<file path="src/rtl/core/pfr_pkg.sv">
package pfr_pkg;

  localparam int CFG_BITS  = 31;
  localparam int CFG_IDX_W = 1;
  localparam int NUM_LANES = 3;

  localparam logic [CFG_BITS-1:0] MESH_RESET = 31'd65536;
  localparam logic [CFG_BITS-1:0] EPS_RESET  = 31'd65536;

  typedef enum logic [CFG_IDX_W-1:0] {
    REG_MESH_SPACING  = 1'b0,
    REG_STIFFNESS_EPS = 1'b1
  } cfg_reg_t;

  typedef enum logic [1:0] {
    ZONE_CONTACT = 2'd0,
    ZONE_NEAR    = 2'd1,
    ZONE_APART   = 2'd2
  } zone_t;

  // pipeline advance and the valid bit of the stage that feeds a unit
  typedef struct packed {
    logic en;
    logic vld;
  } pipe_ctl_t;

endpackage

</file>
<file path="src/rtl/core/pfr_sqrt.sv">
module pfr_sqrt import pfr_pkg::*; #(
  parameter int DW = 34,
  parameter int PW = 8
) (
  input  logic            clk,
  input  logic            rst_n,
  input  pipe_ctl_t       ctl,
  input  logic [2*DW-1:0] rad,
  input  logic [PW-1:0]   pay_in,
  output logic            vld_o,
  output logic [DW-1:0]   root_o,
  output logic [PW-1:0]   pay_o
);

  localparam int RW = DW + 3;

  logic [DW-1:0]   v_r;
  logic [2*DW-1:0] rad_r  [DW];
  logic [RW-1:0]   rem_r  [DW];
  logic [DW-1:0]   root_r [DW];
  logic [PW-1:0]   pay_r  [DW];

  // one root bit per stage, two radicand bits consumed per stage
  for (genvar k = 0; k < DW; k++) begin : g_stage
    localparam int P = (k == 0) ? 0 : k - 1;
    logic            src_v;
    logic [2*DW-1:0] src_rad;
    logic [RW-1:0]   src_rem;
    logic [DW-1:0]   src_root;
    logic [PW-1:0]   src_pay;
    logic [RW-1:0]   rsh;
    logic [RW-1:0]   trial;
    logic            ge;

    assign src_v    = (k == 0) ? ctl.vld : v_r[P];
    assign src_rad  = (k == 0) ? rad     : rad_r[P];
    assign src_rem  = (k == 0) ? '0      : rem_r[P];
    assign src_root = (k == 0) ? '0      : root_r[P];
    assign src_pay  = (k == 0) ? pay_in  : pay_r[P];

    assign rsh   = {src_rem[RW-3:0], src_rad[2*DW-1 -: 2]};
    assign trial = {1'b0, src_root, 2'b01};
    assign ge    = rsh >= trial;

    always_ff @(posedge clk) begin
      if (!rst_n) begin
        v_r[k] <= 1'b0;
      end else if (ctl.en) begin
        v_r[k] <= src_v;
      end
    end

    always_ff @(posedge clk) begin
      if (ctl.en) begin
        rem_r[k]  <= ge ? (rsh - trial) : rsh;
        root_r[k] <= {src_root[DW-2:0], ge};
        rad_r[k]  <= src_rad << 2;
        pay_r[k]  <= src_pay;
      end
    end
  end

  assign vld_o  = v_r[DW-1];
  assign root_o = root_r[DW-1];
  assign pay_o  = pay_r[DW-1];

endmodule

</file>
<file path="config.mk">
export PLATFORM = sky130hd
export DESIGN_NAME = pfr_sqrt
export DESIGN_NICKNAME = d
export VERILOG_FILES = /design/src/rtl/core/pfr_pkg.sv /design/src/rtl/core/pfr_sqrt.sv
export SDC_FILE = /design/constraint.sdc
export NUM_CORES = 2
export LEC_CHECK = 0
export ABC_AREA = 0
export BUFFER_PORTS_ARGS = -buffer_cell sky130_fd_sc_hd__buf_2
export CAP_MARGIN = 20
export CORE_MARGIN = 3
export CORE_UTILIZATION = 59
export CTS_BUF_LIST = sky130_fd_sc_hd__clkbuf_8
export CTS_CLUSTER_SIZE = 40
export DETAILED_ROUTE_END_ITERATION = 7
export PLACE_DENSITY = 0.9
export SETUP_SLACK_MARGIN = 0.15
export SYNTH_ARGS = -nofsm -noshare
export SYNTH_HDL_FRONTEND = slang
export SYNTH_MEMORY_MAX_BITS = 65536
export SYNTH_SLANG_ARGS = --single-unit
export TNS_END_PERCENT = 30
</file>
<file path="constraint.sdc">
create_clock -name clk -period 3.5 [get_ports clk]
set_input_delay 0.7 -clock clk [delete_from_list [all_inputs] [get_ports clk]]
set_output_delay 0.7 -clock clk [all_outputs]
set_load 0.03 [all_outputs]
</file>
; After elaboration in Yosys (flattened, before gate mapping)
; Memory sizes are Yosys's and may differ from the RTL's.
; Cells that the tools add are included.
; W data, S select, Z words.
[totals]
inputBits = 80
mem_count = 4
elab_cells = 142
out_inout_bits = 43
mem_bits_rw = 4930
reg_bits = 34
[mem_list]
columns = name, words, word_bits, rd, rd_ports_with_merged_regs, wr, line_no
row1 = rad_r, 34, 66, 33, 0, 34, pfr_sqrt.sv:18  ; logic [2*DW-1:0] rad_r [DW];
row2 = rem_r, 34, 37, 33, 0, 34, pfr_sqrt.sv:19  ; logic [RW-1:0] rem_r [DW];
row3 = root_r, 34, 34, 34, 0, 34, pfr_sqrt.sv:20  ; logic [DW-1:0] root_r [DW];
row4 = pay_r, 34, 8, 34, 0, 34, pfr_sqrt.sv:21  ; logic [PW-1:0] pay_r [DW];
[classes]
order_cmp = 34
add_sub_neg = 34
mux = 36
[op_table]
columns = operator, n
row1 = $mux W37, 34
row2 = $ge A37 B36 Y1, 33
row3 = $sub A37 B36 Y37, 33
row4 = $sub A2 B1 Y3 const B, 1
row5 = $ge A2 B1 Y1 const B, 1
row6 = $mux W1, 2

; Depth between registers and ports, before layout
; An unclocked memory read counts as a cell.
[depth]
depth_word = 3
ltp_mapped = 15
depth_no_buf = 14

; Worst setup path before layout
; OpenSTA, ideal clock, no wires.
[synth_path]
path_kind = flip-flop to flip-flop
from = mem rem_r[30][4] in the netlist's numbering
to = mem rem_r[31][21] in the netlist's numbering (data pin)
arrival_ns = 3.235
synth_period_minus_slack_ns = 3.496
slack_ns = 0.004
setup_ns = 0.260
n_path_buf = 2
path_stages_with_launch = 13
required_ns = 3.240
cell_sequence = edfxtp_1 ha_1 and3_1 a221oi_2 a21oi_1 o31a_1 a31o_1 a31o_2 and2_1 a211o_1 buf_2 buf_6 mux2_4
[synth_rtl]
columns = element, line_no
row1 = "start, declared", pfr_sqrt.sv:19

==> results.py <==
metrics = {
    "synth": {
        "syn-instance-count": 10500,
        "yosysMostFrequentCell": "edfxtp_1",
        "synth-edff-count": 3091,
        "ys_types": 108,
        "synth_compound_area_share_pct": 9.12,
        "synth_common_cells": "3,091 x edfxtp_1, 822 x inv_1, 720 x nand2_1",
        "synthesis.area_um2": 141000,
        "synth-seq-cells": 3125,
        "yosys-mux-area-fraction_pct": 0.872,
        "synth-seq-area-share_pct": 66.5,
        "synth_top_family_by_area": "simple AND/OR/NAND/NOR gates",
        "ys.flop_type": "edfxtp_1",
        "avgSynthCellArea_um2": 13.4,
        "async_flop_share_pct": 0,
        "synth_simple_gate_area_share_pct": 9.35,
        "synthXorXnorAreaFrac_pct": 5.76,
        "synth_area_leader_cell": "edfxtp_1",
        "synth_nets": 11211,
        "synth_top_area_share_pct": 66.0,
        "synth_fa_ha_area_share_pct": 5.62,
        "yosysWarnings": 0,
        "synthTopCellsByArea": "edfxtp_1 66%, ha_1 5.6%, xnor2_1 3.0%",
    },
    "power_and_ir_drop": {
        "p_leak_uw": 0.0631,
        "peakVddDrop_uv": 592,
        "p_per_area_nw_per_um2": 637,
    },
    "sta": {
        "setup_viol": 3,
        "layout_min_cycle_time_ns": 3.56,
        "hold_violations": 0,
        "slew_viol_final": 0,
        "clock_skew_ns": 0.116,
        "fin_crit_sh_pct": 102,
        "layout_setup_ws_ns": -0.0572,
        "maxSlewHeadroom_pct": 29.1,
        "worst_slew_pin_slew_ns": 1.05,
        "rsz0062_at_grt": "yes",
        "fmax_mhz": 281,
    },
    "critical_path": {
        "worstSetupEndpointType": "register",
        "reg2regPathDepth": 11,
        "critPathMostFrequentCell": "o21a_1",
        "crit_buf_inv": 0,
        "path_cells": "ha_1, o21a_1, o21a_1, o21ai_0, a21boi_2, a211oi_2, nand2b_1, nor3b_1, nand2_1, nor4_1, xor2_1",
        "worstSetupPathType": "register to register",
        "cp-start-kind": "register",
        "reg2reg_to": "rem_r[4][19]$_DFFE_PP_",
        "slowest_stage": "nor3b_1",
        "r2r_start": "rem_r[3][0]$_DFFE_PP_",
        "crit_fanout": 4,
        "worst-r2r-setup-slack_ns": -0.06,
        "crit_family": "simple AND/OR/NAND/NOR gates",
        "slowest_delay_ns": 0.54,
        "crit_required_ns": 4.37,
        "worstPathArrival_ns": 4.42,
    },
    "hold_path": {
        "hold_path_startpoint": "ctl[1]",
        "min_to": "rad_r[3][55]$_DFFE_PP_",
        "hold_class": "input port to register",
        "whs_path_depth": 1,
    },
    "grt": {
        "grt_first_pass_wirelength_mm": 487,
        "grt_overflow": 0,
        "grtUsageTotal_pct": 25.3,
        "grt_pass1_vias": 87610,
        "grt_max_degree": 112,
        "antenna_found_initial": 3,
    },
    "layout": {
        "layout-drive-gt1-share_pct": 16.1,
        "stdcell_area_um2": 163000,
        "nets": 12318,
        "syn_to_final_growth_pct": 15.7,
    },
    "die": {
        "start_util_pct": 59.6,
        "core_um2": 236000,
        "die_h_um": 494,
        "ios": 123,
        "core.rowCount": 178,
        "die_w_um": 494,
        "dieArea_um2": 244000,
    },
    "clock_network": {
        "cts_tree": "built",
        "cts_root_buffer": "clkbuf_8",
        "cts.path.max_buffers": 4,
        "clock-sinks": 3125,
        "insertion_delay_ns": 1.11,
        "ctsHtreeMaxLevel": 5,
        "path_clk_slew_ns": 0.07,
        "numCtsBuffers": 491,
    },
    "detailed_routing": {
        "postRouteWirelength_mm": 328,
        "vias": 89576,
        "routedWlPerCell_um": 21.6,
        "antenna_left": 0,
        "drtIter0Drc": 9288,
        "dr.pass1.iters": 6,
        "via_per_inst": 5.91,
        "drc": 0,
    },
    "run_status": {
        "violations": "setup timing",
        "status": "finished with violations",
    },
    "placement": {
        "placement.io_buffers": 122,
        "placed_area_um2": 149000,
        "dp_hpwl_mm": 217,
        "preCtsSetupSlack_ns": -0.195,
        "place_congestion": 0.964,
    },
    "run": {
        "cap_violations": 0,
    },
}
==> flip-flops by register name (all words and copies together) (netlist names) <==
register       flops
rad_r           1122
vld_o              1
pay_r            272
root_r           595
rem_r           1102
g_stage.src_v     33
==> layout make-up <==
class / count / area, µm²
repair buffers: 806 / 7080
diodes: 7 / 17.5
well taps: 3150 / 3940
fillers: 15238 / 73400
inverters: 827 / 3110
multi-input cells: 6355 / 45800
flip-flops and latches: 3125 / 93500
clock buffers: 497 / 6840
repair inverters: 1 / 5.00
clock inverters: 383 / 2380
==> report_power, final <==
part / internal [µW] / switching, µW
Sequential: 47000 / 3410
Clock: 15100 / 14300
Combinational: 10400 / 13300
Total: 72600 / 31000
==> per-stage QoR <==
step	std cells	total power, µW	TNS (ns)	hold WS [ns]	util (%)
CTS	15038	102000	0	0.0134	67.6
floorplan	10500	64600	0	0.400	-
global route	15151	108000	-3.18	0.0313	68.9
finish	15151	104000	-0.0699	0.130	68.9
global placement	14058	71900	-5.48	0.400	63.0
detailed placement	14059	72600	-5.57	0.405	63.0
==> cell usage in the layout (no fill, tap or decap), types with 112 or more instances in the layout <==
cell type	instances
xnor2_1	471
nor2_1	567
ha_1	574
o21ai_0	473
xor2_1	448
edfxtp_1	3091
a21o_1	294
nor3_1	207
nand3_1	148
clkinv_1	113
inv_1	960
clkbuf_8	497
o21a_1	112
nor2b_1	118
nand2_1	707
a21oi_1	555
buf_4	513
buf_2	121
==> routing by layer <==
layer  vias up  track usage, %  share of wire, %
li1      41184               -                 -
met1     43213            33.7                40
met2      4187            42.2                49
met3       992            3.86               6.8
met4         0            9.71               4.1
met5         -               0                 0
==> worst register-to-register path: stages, from the launching register on <==
cell and delay (ns):
edfxtp_1 0.41, ha_1 0.39, o21a_1 0.19, o21a_1 0.18
o21ai_0 0.15, a21boi_2 0.28, a211oi_2 0.13, nand2b_1 0.20
nor3b_1 0.54, nand2_1 0.23, nor4_1 0.42, xor2_1 0.14
==> how the worst max path moves through the flow <==
stage	depth (start not counted)	slack, ns	end	startpoint
6_report	11	-0.06	rem_r[4][19]$_DFFE_PP_	rem_r[3][0]$_DFFE_PP_
5_1_grt	11	-0.35	rem_r[4][19]$_DFFE_PP_	rem_r[3][0]$_DFFE_PP_
4_1_cts	12	0.01	rem_r[11][32]$_DFFE_PP_	rem_r[10][0]$_DFFE_PP_
3_5_place_dp	11	-0.20	rem_r[29][7]$_DFFE_PP_	rem_r[28][4]$_DFFE_PP_
3_3_place_gp	10	-0.38	rem_r[27][4]$_DFFE_PP_	rem_r[26][1]$_DFFE_PP_
2_1_floorplan	13	0.17	rem_r[29][32]$_DFFE_PP_	rem_r[28][4]$_DFFE_PP_
==> cells by family (layout without fill, tap and decap cells) <==
logic type	count (synthesis)	count (layout)
compound gates	2060	2060
xor+xnor	924	924
fa+ha+maj	631	631
buf+inv	1020	2514
flops	3125	3125
mux	112	112
other cells	1	8
simple gates	2627	2627
==> repair_timing <==
item / in CTS / in global routing
hold buffers: 78 / 0
hold endpoints to repair: 78 / 0
resized for setup: 107 / 488
setup buffers: 18 / 98
gates cloned: 3 / 8
pin swaps: 18 / 141
endpoints found under the setup margin: 378 / 740
Note: power is estimated with default switching activity, not from simulation.
