--- config.mk ---
export PLATFORM = sky130hd
export DESIGN_NAME = pfr_merge
export DESIGN_NICKNAME = d
export VERILOG_FILES = /design/src/rtl/core/pfr_pkg.sv /design/src/rtl/core/pfr_merge.sv
export SDC_FILE = /design/constraint.sdc
export NUM_CORES = 1
export LEC_CHECK = 0
export ABC_AREA = 1
export BUFFER_PORTS_ARGS = -buffer_cell sky130_fd_sc_hd__buf_2
export CORE_ASPECT_RATIO = 0.7
export CORE_MARGIN = 2
export CORE_UTILIZATION = 53
export CTS_BUF_LIST = sky130_fd_sc_hd__clkbuf_16
export DETAILED_ROUTE_END_ITERATION = 12
export HOLD_SLACK_MARGIN = 0.05
export PLACE_DENSITY_LB_ADDON = 0.05
export SETUP_SLACK_MARGIN = 0.3
export SYNTH_ARGS = -nofsm -noshare
export SYNTH_HDL_FRONTEND = slang
export SYNTH_SLANG_ARGS = --single-unit
--- constraint.sdc ---
create_clock -name clk -period 10.6 [get_ports clk]
set_input_delay 2.12 -clock clk [delete_from_list [all_inputs] [get_ports clk]]
set_output_delay 2.12 -clock clk [all_outputs]
set_load 0.02 [all_outputs]
--- src/rtl/core/pfr_pkg.sv ---
package pfr_pkg;

  localparam int CFG_BITS  = 31;
  localparam int CFG_IDX_W = 1;
  localparam int NUM_LANES = 3;

  localparam logic [CFG_BITS-1:0] MESH_RESET = 31'd65536;
  localparam logic [CFG_BITS-1:0] EPS_RESET  = 31'd65536;

  typedef enum logic [CFG_IDX_W-1:0] {
    REG_MESH_SPACING  = 1'b0,
    REG_STIFFNESS_EPS = 1'b1
  } cfg_reg_t;

  typedef enum logic [1:0] {
    ZONE_CONTACT = 2'd0,
    ZONE_NEAR    = 2'd1,
    ZONE_APART   = 2'd2
  } zone_t;

  // pipeline advance and the valid bit of the stage that feeds a unit
  typedef struct packed {
    logic en;
    logic vld;
  } pipe_ctl_t;

endpackage

--- src/rtl/core/pfr_merge.sv ---
module pfr_merge import pfr_pkg::*; #(
  parameter int CW = 32
) (
  input  logic                           clk,
  input  logic                           rst_n,
  input  logic                           vld_i,
  input  logic [NUM_LANES-1:0][CW-1:0]   quo_i,
  input  logic [NUM_LANES-1:0]           ovf_i,
  input  logic [NUM_LANES-1:0]           neg_i,
  input  logic [1:0]                     zone_i,
  output logic                           en_o,
  input  logic                           out_ready,
  output logic                           out_valid,
  output logic [NUM_LANES*CW-1:0]        force_o,
  output logic [2:0]                     user_o
);

  localparam int EW = NUM_LANES * CW + 3;
  localparam logic [CW-1:0] LIM_POS = {1'b0, {(CW-1){1'b1}}};
  localparam logic [CW-1:0] LIM_NEG = {1'b1, {(CW-1){1'b0}}};

  logic [NUM_LANES-1:0][CW-1:0] frc;
  logic [NUM_LANES-1:0]         clip;
  logic [EW-1:0]                new_ent;
  logic [EW-1:0]                ent0_r, ent1_r;
  logic [1:0]                   cnt_r;
  logic                         push, pop;

  // clip each lane to range, restore the sign, and gather the flags
  always_comb begin
    logic [CW-1:0] lim;
    logic [CW-1:0] m;
    for (int k = 0; k < NUM_LANES; k++) begin
      lim     = neg_i[k] ? LIM_NEG : LIM_POS;
      clip[k] = ovf_i[k] || (quo_i[k] > lim);
      m       = clip[k] ? lim : quo_i[k];
      frc[k]  = neg_i[k] ? (~m + 1'b1) : m;
    end
  end

  assign new_ent   = {|clip, zone_i, frc};
  assign en_o      = cnt_r != 2'd2;
  assign push      = en_o && vld_i;
  assign out_valid = cnt_r != 2'd0;
  assign pop       = out_valid && out_ready;

  always_ff @(posedge clk) begin
    if (!rst_n) begin
      cnt_r <= 2'd0;
    end else begin
      cnt_r <= cnt_r + 2'(push) - 2'(pop);
    end
  end

  always_ff @(posedge clk) begin
    case (cnt_r)
      2'd0: begin
        if (push) ent0_r <= new_ent;
      end
      2'd1: begin
        if (push && pop) ent0_r <= new_ent;
        else if (push) ent1_r <= new_ent;
      end
      2'd2: begin
        if (pop) ent0_r <= ent1_r;
      end
      default: begin
        ent0_r <= ent0_r;
      end
    endcase
  end

  assign force_o = ent0_r[NUM_LANES*CW-1:0];
  assign user_o  = ent0_r[EW-1 -: 3];

endmodule

# == Word level (Yosys, flattened, before mapping) ==
# Index checks and enable logic that the tools add are counted.
# word_totals
ff_bits,200
latch_bits,0
ramBits,0
mem_bits_ro,0
out_inout_bits,101
word_cells,46
mem_count,0
# classes
n_addsub,5
multipliers,0
n_div,0
magnitude_cmp,3
eq_ne,6
shifts,0
muxes,13
bitwise_logic,4
n_reduce_logical,12
# ops
operator,count
$mux W99,3
$pmux W99 S3,1
$mux W32,9
$add A32 B1 Y32 const B,3
$gt A32 B32 Y1,3
$not A32 Y32,3
$ne A2 B2 Y1 const B,4
$reduce_and A4 Y1,1
$logic_and A1 B1 Y1,3
$logic_or A1 B1 Y1,3
$reduce_and A3 Y1,1
$reduce_bool A3 Y1,1
$reduce_or A3 Y1,1
$add A2 B1 Y2,1
$eq A2 B1 Y1 const B,1
$eq A2 B2 Y1 const B,1
$logic_not A2 Y1,1
$reduce_bool A2 Y1,1
$sub A2 B1 Y2,1
$not A1 Y1,1

# == Logic depth before layout (Yosys ltp) ==
# logic_depth
depth_word,9
mapped_depth,32

# == Worst setup path before layout ==
# No wires, ideal clock.
# synth_timing
path_kind,input-to-reg
startpoint,in out_ready
endpoint,"reg ent0_r[0], enable pin"
setup_time_ns,0.714
arrival_time_ns,9.716
required_time_ns,9.886
path_slack_ns,0.170
stages,5
path_cell_list,nand2_1 > inv_1 > ha_1 > a21oi_1 > a221oi_1
# synth_between
elab_chain_cells,4
word_cells_on_any_way,5
# synth_lines
item,line,rtl
from (decl),pfr_merge.sv:12,"input logic out_ready,"
$logic_and A1 B1 Y1 (*),pfr_merge.sv:45,assign pop = out_valid && out_ready;
$logic_and A1 B1 Y1,pfr_merge.sv:61,if (push && pop) ent0_r <= new_ent;
$ne A2 B2 Y1 (no source line),--,
$reduce_and A4 Y1 (no source line) (*),--,
to (signal assigned),pfr_merge.sv:61,
to (signal assigned),pfr_merge.sv:65,if (pop) ent0_r <= ent1_r;
to (signal assigned),pfr_merge.sv:68,ent0_r <= ent0_r;
to (decl),pfr_merge.sv:25,"logic [EW-1:0] ent0_r, ent1_r;"
# Every way passes the cells marked *; elsewhere a longest branch is shown, timed or not.
# A chain may end at the register's enable or synchronous reset.

# == Final worst setup path ==
# layout_timing
startpoint,in neg_i[2]
endpoint,"reg ent0_r[84], data pin"
# layout_between
elab_chain_cells,9
word_cells_on_any_way,10
# layout_lines
item,line,rtl
from (decl),pfr_merge.sv:9,"input logic [NUM_LANES-1:0] neg_i,"
$mux W32,pfr_merge.sv:34,lim = neg_i[k] ? LIM_NEG : LIM_POS;
$gt A32 B32 Y1,pfr_merge.sv:35,clip[k] = ovf_i[k] || (quo_i[k] > lim);
$logic_or A1 B1 Y1,pfr_merge.sv:35,
$mux W32,pfr_merge.sv:36,m = clip[k] ? lim : quo_i[k];
$not A32 Y32,pfr_merge.sv:37,frc[k] = neg_i[k] ? (~m + 1'b1) : m;
$add A32 B1 Y32,pfr_merge.sv:37,
$mux W32 (*),pfr_merge.sv:37,
"$mux W99, on equally long branches","pfr_merge.sv:61, pfr_merge.sv:58",
$pmux W99 S3 (*),pfr_merge.sv:56,case (cnt_r)
to (signal assigned),pfr_merge.sv:58,if (push) ent0_r <= new_ent;
to (signal assigned),pfr_merge.sv:61,
to (signal assigned),pfr_merge.sv:65,
# Every way passes the cells marked *; elsewhere a longest branch is shown, timed or not. The select of a mux whose other input is x is not followed.

==> impl_summary.txt <==
----------------------------------------------------
[Timing]
  Rel. slew slack ... 39.5%
  Fraction of the cycle the final worst path needs ... 65.8%
  Worst clock skew on the final layout ... 12.6 ps
  RSZ-0062 raised after global routing ... false
  Final Hold Fails ... 0
  Setup Viol. Count Final ... 0
  Fmax ... 0.143 GHz
  Transition time of the tightest slew-check pin ... 905 ps
  Total count of max-transition violations in the final report ... 0
  Final TNS setup ... 0 ps
  Clock period minus worst slack ... 6970 ps

[Layout]
  Filler Cell Count ... 2482
  Most common library cell in the layout ignoring fill and taps ... sky130_fd_sc_hd__nand2_1
  Share of cells above drive strength 1 ... 16.4%
  Finished Core Util ... 60.9%
  Most frequent cells in the layout ... sky130_fd_sc_hd__nand2_1, sky130_fd_sc_hd__nand3_1, sky130_fd_sc_hd__buf_2
  Syn-to-layout area delta ... 12.6%
  Nets@finish ... 2254

[Clocking]
  CTS Hold Buffers Added ... 0
  Clock transition at the register clock pins on the worst setup and hold paths after CTS ... 70 ps
  Count of cells resized by post-cts repair ... 0
  Deepest level of the CTS H-tree ... 4
  Cell chosen for the clock root ... sky130_fd_sc_hd__clkbuf_16
  Later-pin clock latency in the skew report ... 450 ps
  Number of sinks on the clock net ... 200
  Clock tree from TritonCTS ... yes
  Total clock buffers created by CTS ... 17
  Number of buffers inserted by post-CTS setup repair ... 0
  Maximum clock insertion buffer count ... 2

[Route]
  Router iterations before antenna repair ... 6
  DRC viols ... 0
  Vias ... 13250
  Antenna Violating Nets Remaining ... 0
  First-iteration detailed-routing DRC count ... 1070
  Routed length per instance ... 16.6 microns
  Sum of routed wire length over all layers ... 40200 microns
  Via density ... 5.47

[Setup path]
  Crit start category ... input pin
  Worst Path Required ... 10770 ps
  Endpoint of the worst register-to-register path ... ent0_r[73]$_DFFE_PP_
  Critical Path AT ... 7140 ps
  Reg2Reg Depth ... 10
  Number of buffers and inverters on the critical path ... 4
  FF-to-FF setup slack ... 7250 ps
  Path length in cells of the critical path ... 24
  FF-to-FF Start ... cnt_r[1]$_SDFF_PN0_
  Crit end category ... flip-flop
  Most used cell, CP ... sky130_fd_sc_hd__nand2_1
  Crit path kind ... in2reg
  Maximum fanout along the worst path ... 67
  Highest cell delay on the worst timing path ... 690 ps
  Cells along the critical path ... buf_2 -> buf_4 -> inv_1 -> ha_1 -> nand2_1 -> nor2_1 -> nand2_1 -> nor2_1 -> nand2_1 -> nand2_4 -> nand2_4 -> nand2_2 -> inv_1 -> a21oi_1 -> ha_1 -> nand2_1 -> nor2_1 -> nand2_1 -> nand2_2 -> nand2_1 -> nor2_2 -> nand3b_1 -> nand2_1 -> o21ai_1
  Crit-path leading delay family ... simple AND/OR/NAND/NOR gates
  Last element of the critical path ... ent0_r[84]$_DFFE_PP_
  First element of the critical path ... neg_i[2]
  Worst path slowest cell ... sky130_fd_sc_hd__nand2_2

[Global routing]
  Final global-route overflow total ... 0
  Global-route wire length before repair ... 63200 microns
  Via count of the first global-routing pass ... 12124
  Pin count of the biggest net entering global routing ... 86
  Overall global routing resource usage ... 28.1%
  Antenna violations before repair ... 1

[Run status]
  Run status ... finished, final reports clean

[Hold path]
  Count of cells along the worst hold path ... 2
  Hold/Removal Path Class ... reg2reg

[Yosys]
  Synth unique cells ... 43
  Post-synth net total ... 2079
  Post-synthesis instance area ... 14500 sq um
  Synthesized area per cell ... 7.74 sq um
  Post-synthesis cell count ... 1868
  Synth Register Bits ... 200
  Ys Warns ... 0
  Proportion of synthesized chip area in sequential cells ... 41.4%

[Die]
  Area of the placeable core ... 26800 sq um
  Site Rows ... 50
  Starting utilization of the core area ... 54.0%
  Die height ... 142 microns
  Die area ... 28600 sq um
  Horizontal extent of the die ... 201 microns
  Number of primary I/O pins ... 209

[Placed design]
  Number of buffers inserted by port buffering ... 208
  HPWL after detailed placement ... 30600 microns
  Routability congestion estimate from global placement ... 0.942

[Pwr]
  Final Total Pwr ... 3.40 mW
  PD cells ... 209 nW/um^2
  Peak ir drop on the vdd network ... 0.183 mV
  Reported leakage power ... 7.76 nW

[Run]
  Max-capacitance violation count ... 0

----------------------------------------------------
routing by layer:
metal	vias to the layer above	GRT usage, %	part of all wire, %
met2	476	42.6	43
met1	6114	41.0	47
met5	-	0	0
li1	6606	-	-
met3	54	4.69	7.2
met4	0	9.44	2.2
kinds of logic (layout without fill, tap and decap cells):
| group | count (synthesis) | after routing | synth area share [%] |
|---|---|---|---|
| xor+xnor | 1 | 1 | 0.0606 |
| other cells | 0 | 1 | 0 |
| compound gates | 189 | 189 | 7.47 |
| simple gates | 1117 | 1117 | 34.5 |
| buf+inv | 255 | 443 | 7.46 |
| fa+ha+maj | 103 | 103 | 8.91 |
| mux | 3 | 3 | 0.234 |
| flops | 200 | 200 | 41.4 |
per-stage QoR:
| step | hold slack [ps] | cell area [sq um] | instances | setup slack, ps |
|---|---|---|---|---|
| 6_report | 521 | 16300 | 2421 | 3630 |
| 3_5_place_dp | 504 | 15700 | 2388 | 3220 |
| 3_3_place_gp | 499 | 15700 | 2388 | 3240 |
| 2_1_floorplan | 494 | 14500 | 1868 | 3420 |
| 4_1_cts | 521 | 16300 | 2420 | 3680 |
| 5_1_grt | 530 | 16300 | 2421 | 3090 |
synth_stat cells:
cell type | number | area (sq um)
sky130_fd_sc_hd__nand3b_1 | 15 | 113
sky130_fd_sc_hd__nor3_2 | 2 | 20.0
sky130_fd_sc_hd__a21oi_1 | 53 | 265
sky130_fd_sc_hd__nand3_1 | 227 | 1140
sky130_fd_sc_hd__inv_2 | 6 | 22.5
sky130_fd_sc_hd__nand3_4 | 5 | 87.6
sky130_fd_sc_hd__a31oi_1 | 5 | 31.3
sky130_fd_sc_hd__nand2_4 | 7 | 78.8
sky130_fd_sc_hd__o211ai_1 | 3 | 22.5
sky130_fd_sc_hd__and2_1 | 14 | 87.6
sky130_fd_sc_hd__buf_2 | 15 | 75.1
sky130_fd_sc_hd__mux2_2 | 3 | 33.8
sky130_fd_sc_hd__a221oi_1 | 1 | 8.76
sky130_fd_sc_hd__inv_1 | 181 | 679
sky130_fd_sc_hd__clkinv_1 | 3 | 11.3
sky130_fd_sc_hd__o21ai_2 | 5 | 43.8
sky130_fd_sc_hd__buf_1 | 6 | 22.5
sky130_fd_sc_hd__clkbuf_1 | 29 | 109
sky130_fd_sc_hd__nand4_2 | 2 | 25.0
sky130_fd_sc_hd__o21ai_1 | 27 | 135
sky130_fd_sc_hd__buf_4 | 5 | 37.5
sky130_fd_sc_hd__o21a_1 | 7 | 52.6
sky130_fd_sc_hd__ha_1 | 103 | 1290
sky130_fd_sc_hd__a21o_1 | 5 | 37.5
sky130_fd_sc_hd__nor2_4 | 5 | 56.3
sky130_fd_sc_hd__nor2_2 | 11 | 68.8
sky130_fd_sc_hd__o21ai_4 | 3 | 48.8
sky130_fd_sc_hd__buf_12 | 1 | 20.0
sky130_fd_sc_hd__buf_6 | 9 | 101
sky130_fd_sc_hd__nand3_2 | 11 | 110
sky130_fd_sc_hd__nand2_1 | 618 | 2320
sky130_fd_sc_hd__edfxtp_1 | 198 | 5950
sky130_fd_sc_hd__xnor2_1 | 1 | 8.76
sky130_fd_sc_hd__o21bai_1 | 3 | 22.5
sky130_fd_sc_hd__nor3_1 | 2 | 10.0
sky130_fd_sc_hd__nor2_1 | 145 | 544
sky130_fd_sc_hd__nand4_1 | 34 | 213
sky130_fd_sc_hd__nand2_2 | 19 | 119
sky130_fd_sc_hd__a21oi_2 | 1 | 8.76
sky130_fd_sc_hd__dfxtp_1 | 2 | 40.0
sky130_fd_sc_hd__o311ai_0 | 1 | 8.76
sky130_fd_sc_hd__o21bai_2 | 3 | 33.8
sky130_fd_sc_hd__o21ai_0 | 72 | 360
flip-flops by register name, indices dropped and copies added (netlist names):
signal	flops
cnt_r	2
ent0_r	99
ent1_r	99
how the worst min path moves through the flow:
stage | end | startpoint | slack [ps]
final | ent0_r[91]$_DFFE_PP_ | ent1_r[91]$_DFFE_PP_ | 520
after global routing | ent0_r[95]$_DFFE_PP_ | ent1_r[95]$_DFFE_PP_ | 530
after CTS | ent0_r[70]$_DFFE_PP_ | ent1_r[70]$_DFFE_PP_ | 520
after detailed placement | ent0_r[17]$_DFFE_PP_ | ent1_r[17]$_DFFE_PP_ | 500
after global placement | ent0_r[83]$_DFFE_PP_ | ent1_r[83]$_DFFE_PP_ | 500
after floorplan | ent0_r[96]$_DFFE_PP_ | ent1_r[96]$_DFFE_PP_ | 490
final cells by class:
cell class | count | area [sq um] | share of cell area [%]
inverters | 190 | 713 | 4.38
diodes | 1 | 2.50 | 0.0154
multi-input cells | 1413 | 7430 | 45.6
flip-flops and latches | 200 | 5990 | 36.7
clock buffers | 17 | 425 | 2.61
clock inverters | 15 | 140 | 0.860
repair buffers | 221 | 1140 | 6.99
well taps | 364 | 455 | 2.80
report_power, final:
| group | total, mW | leakage (nW) | internal (mW) | switching (mW) |
|---|---|---|---|---|
| Sequential | 1.37 | 1.82 | 1.28 | 0.0890 |
| Combinational | 1.39 | 5.65 | 0.373 | 1.02 |
| Clock | 0.643 | 0.285 | 0.330 | 0.313 |
worst reg2reg max path: cells and delay by family (launching register included):
kind                     cells  cell delay [ps]
adder cells (fa/ha/maj)      1              160
flip-flops                   1              310
buffers and inverters        5             1780
AO/OA/AOI/OAI                2              300
AND/OR/NAND/NOR              2              370
No activity file was read; power rests on OpenSTA's default activity.
